<file path="config.mk">
export PLATFORM = sky130hd
export DESIGN_NAME = tgf_cmd_fifo
export DESIGN_NICKNAME = d
export VERILOG_FILES = /design/src/design/team_grouped_fifo_macros.svh /design/src/design/tgf_pkg.sv /design/src/design/tgf_cmd_fifo.sv
export SDC_FILE = /design/constraint.sdc
export NUM_CORES = 1
export LEC_CHECK = 0
export ABC_AREA = 1
export BUFFER_PORTS_ARGS = -buffer_cell sky130_fd_sc_hd__buf_2
export CAP_MARGIN = 15
export CORE_AREA = 8 8 63 78
export DETAILED_ROUTE_END_ITERATION = 8
export DIE_AREA = 0 0 71 86
export GPL_TIMING_DRIVEN = 1
export HOLD_SLACK_MARGIN = 0.08
export PLACE_DENSITY_LB_ADDON = 0.25
export SLEW_MARGIN = 20
export SYNTH_ARGS = -nofsm -noshare
export SYNTH_HDL_FRONTEND = slang
export SYNTH_SLANG_ARGS = --single-unit
</file>
<file path="constraint.sdc">
create_clock -name clk -period 2.62 [get_ports clk]
set_clock_uncertainty 0.15 [all_clocks]
set_input_delay 0.524 -clock clk [delete_from_list [all_inputs] [get_ports clk]]
set_output_delay 0.524 -clock clk [all_outputs]
set_load 0.02 [all_outputs]
</file>
<file path="src/design/team_grouped_fifo_macros.svh">
// ----------------------------------------------------------------------------
// Team grouped FIFO assertion macros
// Concurrent assertion forms used by the team queue back end.
// ----------------------------------------------------------------------------
`ifndef TEAM_GROUPED_FIFO_MACROS_SVH
`define TEAM_GROUPED_FIFO_MACROS_SVH

// Same-cycle implication, disabled while reset is asserted.
`define TGF_ASSERT_IMP(label, clk, rst_n, ante, cons, msg) \
	label: assert property (@(posedge clk) disable iff (!rst_n) (ante) |-> (cons)) \
		else $error(msg);

// Next-cycle implication, disabled while reset is asserted.
`define TGF_ASSERT_NXT(label, clk, rst_n, ante, cons, msg) \
	label: assert property (@(posedge clk) disable iff (!rst_n) (ante) |=> (cons)) \
		else $error(msg);

`endif

</file>
<file path="src/design/tgf_pkg.sv">
// ----------------------------------------------------------------------------
// Team grouped FIFO package
// Word types, operation and status codes, and the id reduction helper.
// ----------------------------------------------------------------------------
`timescale 1ns / 1ps

package tgf_pkg;

	localparam int ID_W     = 10;
	localparam int OP_W     = 2;
	localparam int STATUS_W = 2;

	localparam int NUM_ELEMENTS_DEF = 1024;
	localparam int NUM_TEAMS_DEF    = 1024;
	localparam int POOL_DEPTH_DEF   = 1024;

	// Depth of the command queue between front and back, a power of two.
	localparam int CMD_DEPTH = 2;

	localparam logic [OP_W-1:0] OP_ASSIGN  = 2'd0;
	localparam logic [OP_W-1:0] OP_ENQUEUE = 2'd1;
	localparam logic [OP_W-1:0] OP_DEQUEUE = 2'd2;
	localparam logic [OP_W-1:0] OP_CLEAR   = 2'd3;

	localparam logic [STATUS_W-1:0] ST_OK    = 2'd0;
	localparam logic [STATUS_W-1:0] ST_EMPTY = 2'd1;
	localparam logic [STATUS_W-1:0] ST_FULL  = 2'd2;

	typedef struct packed {
		logic [OP_W-1:0] operation;
		logic [ID_W-1:0] element_id;
		logic [ID_W-1:0] team_id;
	} in_word_t;

	typedef struct packed {
		logic [ID_W-1:0]     element_out;
		logic [STATUS_W-1:0] status;
	} out_word_t;

	// Classified command handed from the front to the back.
	typedef struct packed {
		logic [OP_W-1:0] op;
		logic [ID_W-1:0] elem;
		logic [ID_W-1:0] team;
	} cmd_t;

	// Remainder of an id by a fixed modulus, by shifted compare and subtract.
	// Only the steps whose shifted modulus fits the id width do any work.
	function automatic logic [ID_W-1:0] id_reduce(input logic [ID_W-1:0] v,
		input int unsigned modulus);
		logic [ID_W:0] rem;
		int unsigned   step;
		rem = {1'b0, v};
		for (int k = ID_W - 1; k >= 0; k--) begin
			step = modulus << k;
			if (step < (32'd1 << ID_W) && {{(31 - ID_W){1'b0}}, rem} >= step) begin
				rem = rem - step[ID_W:0];
			end
		end
		return rem[ID_W-1:0];
	endfunction

endpackage

</file>
<file path="src/design/tgf_cmd_fifo.sv">
// ----------------------------------------------------------------------------
// Team grouped FIFO command queue
// Short queue that lets the front and the back stall independently.
// ----------------------------------------------------------------------------
`timescale 1ns / 1ps

module tgf_cmd_fifo
	import tgf_pkg::*;
(
	input  logic clk,
	input  logic arst_n,
	input  logic wr_valid,
	output logic wr_ready,
	input  cmd_t wr_data,
	output logic rd_valid,
	input  logic rd_ready,
	output cmd_t rd_data
);

	localparam int PTR_W = (CMD_DEPTH > 1) ? $clog2(CMD_DEPTH) : 1;

	cmd_t             data_q [CMD_DEPTH];
	logic [PTR_W-1:0] wr_ptr_q;
	logic [PTR_W-1:0] rd_ptr_q;
	logic [PTR_W:0]   count_q;
	logic             push;
	logic             pop;

	assign wr_ready = (count_q != (PTR_W + 1)'(CMD_DEPTH));
	assign rd_valid = (count_q != '0);
	assign push     = wr_valid && wr_ready;
	assign pop      = rd_valid && rd_ready;
	assign rd_data  = data_q[rd_ptr_q];

	// Pointers wrap naturally since the depth is a power of two.
	always_ff @(posedge clk or negedge arst_n) begin
		if (!arst_n) begin
			wr_ptr_q <= '0;
			rd_ptr_q <= '0;
			count_q  <= '0;
		end else begin
			if (push) begin
				wr_ptr_q <= wr_ptr_q + PTR_W'(1);
			end
			if (pop) begin
				rd_ptr_q <= rd_ptr_q + PTR_W'(1);
			end
			if (push && !pop) begin
				count_q <= count_q + (PTR_W + 1)'(1);
			end else if (pop && !push) begin
				count_q <= count_q - (PTR_W + 1)'(1);
			end
		end
	end

	always_ff @(posedge clk) begin
		if (push) begin
			data_q[wr_ptr_q] <= wr_data;
		end
	end

endmodule

</file>
==> results.py <==
metrics = {
    "drt": {
        "ant_nets": 0,
        "wirelength_um": 3509,
        "drtIter0Drc": 78,
        "route.detailed.drc": 0,
        "num_vias": 1198,
        "firstDrtPassIters": 4,
        "routed_via_density": 4.950,
        "wire_per_inst_um": 14.50,
    },
    "floorplanning": {
        "io-pin-count": 50,
        "die_h_um": 86,
        "design.core.area_mm2": 0.003691,
        "rows": 25,
        "die_w_um": 71,
        "start_util_pct": 49.42,
        "dieArea_mm2": 0.006106,
    },
    "clocking": {
        "cts_tree": "built",
        "clockBufferDepth": 2,
        "clkLatencyLatePin_ns": 0.29,
        "root_buffer": "clkbuf_8",
        "cts_buffers": 5,
        "clk_pin_slew_ns": 0.08,
        "cts.sinks": 48,
        "htree_levels": 2,
        "postCtsSetupBuffers": 0,
    },
    "power": {
        "p_per_area_mw_per_mm2": 1174,
        "p_leak_nw": 1.016,
        "vdd_drop_max_mv": 0.7115,
        "power_mw": 2.631,
    },
    "global_route": {
        "gr-usage-met3_pct": 6.418,
        "grt_util_met1_pct": 12.91,
        "met2_usage_pct": 21.47,
        "grt.busiest_layer": "met2",
        "antenna_found_initial": 0,
        "overflow": 0,
        "grt_pass1_vias": 1316,
        "grt_max_degree": 24,
        "grt_pass1_wl_um": 6003,
        "grt_usage_pct": 12.60,
    },
    "status": {
        "status": "finished clean",
    },
    "synth": {
        "synth.distinct_cells": 13,
        "netlist_instances": 143,
        "netlist_area_mm2": 0.001824,
        "ys_ff_latch": 48,
        "synth_seq_area_share_pct": 77.91,
        "syn_nets": 170,
        "avgSynthCellArea_um2": 12.76,
        "ys_warn_count": 0,
    },
    "placed_design": {
        "dp_cells": 233,
        "portBuffers": 49,
        "placed_cell_area_mm2": 0.002125,
        "dp_hpwl_um": 2598,
        "gp_congestion": 0.7273,
        "pre_cts_ws_ns": 0.8103,
    },
    "timing": {
        "hold_ws_ns": 0.2627,
        "rsz0062_at_grt": "no",
        "tightest_slew_ns": 0.3848,
        "final.min_clock_period_ns": 2.114,
        "finalSetupViolCount": 0,
        "period_share_pct": 80.70,
        "max_freq_ghz": 0.4730,
        "layout_setup_ws_ns": 0.5056,
        "hold_violations": 0,
        "setup_tns_ns": 0,
        "slew_headroom_pct": 74.31,
        "finalMaxSlewViolations": 0,
    },
    "setup_path": {
        "r2r_end": "count_q[1]$_DFFE_PN0P_",
        "crit_required_ns": 1.95,
        "reg2reg_slack_ns": 0.88,
        "r2r_cells": 9,
        "worstPathArrival_ns": 1.44,
        "endpoint_kind": "primary output",
        "path_class": "flop to primary output",
        "worstPathMaxFanout": 23,
        "r2r_start": "count_q[0]$_DFFE_PN0P_",
        "critPathLaunchType": "flop",
    },
    "layout": {
        "drive_above_1_share_pct": 31.68,
        "multi_input_area_um2": 344.1,
        "seqCellArea_mm2": 0.001421,
        "nets": 228,
        "area_growth_pct": 22.91,
        "fillerInstances": 319,
        "final_cells": 242,
        "layout_commonest_cell": "nand2_1",
        "final_util_pct": 60.75,
        "design_area_mm2": 0.002242,
        "antenna_cells": 0,
        "layout_common_cells": "76 x nand2_1, 49 x buf_2, 44 x edfxtp_1",
    },
    "hold_path": {
        "worstHoldPathCells": 1,
        "hold_class": "input pin to flop",
        "hold_start": "wr_data[11]",
        "whs_endpoint": "data_q[1][11]$_DFFE_PP_",
    },
    "flow_run": {
        "maxCapViolations": 0,
    },
}
-- how the worst max path moves through the flow --
stage,startpoint,to,slack [ns],depth (start not counted)
after floorplan,count_q[0]$_DFFE_PN0P_,data_q[0][0]$_DFFE_PP_,0.36,4
after detailed placement,rd_ptr_q$_DFFE_PN0P_,rd_data[19],0.81,4
after CTS,rd_ptr_q$_DFFE_PN0P_,rd_data[19],0.48,4
final,rd_ptr_q$_DFFE_PN0P_,rd_data[19],0.51,4
after global placement,rd_ptr_q$_DFFE_PN0P_,rd_data[6],0.85,4
after global routing,rd_ptr_q$_DFFE_PN0P_,rd_data[5],0.38,4
-- kinds of logic after synthesis --
kind of cell	share of synthesized area, %
and+or+nand+nor	16.94
xor gates and xnor gates	0.9604
buffers and inverters	3.497
adders and majority gates	0.6858
DFF	77.92
-- cells in the mapped netlist (all sizes together) --
cell type / count / share of area (%)
nor2: 2 / 0.41
edfxtp: 44 / 72
xnor2: 1 / 0.48
nand3: 2 / 0.55
nand2: 76 / 16
dfrtp: 4 / 5.5
inv: 7 / 1.4
nand4: 1 / 0.34
buf: 4 / 2.1
ha: 1 / 0.69
xor2: 1 / 0.48
-- what timing repair did --
item | 4_1_cts | 5_1_grt
endpoints found under the hold margin | 4 | 0
setup endpoints to repair | 0 | 0
hold buffers | 1 | 0
gates resized for setup | 0 | 0
-- metal layers --
| layer | vias to the layer above | wire length [µm] |
|---|---|---|
| met5 | - | 0 |
| met2 | 46 | 1786 |
| met1 | 562 | 1361 |
| met3 | 6 | 317 |
| met4 | 0 | 44 |
| li1 | 584 | - |
-- report_power, final --
group / internal (mW) / switching (mW) / leakage [nW] / total, mW
clock: 0.283 / 0.221 / 0.0552 / 0.504
sequential: 1.05 / 0.0683 / 0.457 / 1.12
combinational: 0.307 / 0.699 / 0.504 / 1.01
-- sequential cells by signal, indices dropped and copies added (netlist names) --
register,flops
data_q,44
count_q,2
rd_ptr_q,1
wr_ptr_q,1
-- worst max-delay path, cell delays in order (launching register included) --
cell and delay [ns]:
dfrtp_1 0.46, inv_2 0.33, nand2_1 0.11, nand2_1 0.08, buf_2 0.16
-- area by class of cell --
class / count / area share, %
sequential: 48 / 63.39
inverter: 7 / 1.172
multi-input combinational: 84 / 15.35
timing repair buffer: 55 / 13.06
tap: 40 / 2.232
clock inverter: 2 / 1.563
clock buffer: 6 / 3.237
Power figures use the tool's default switching activity.
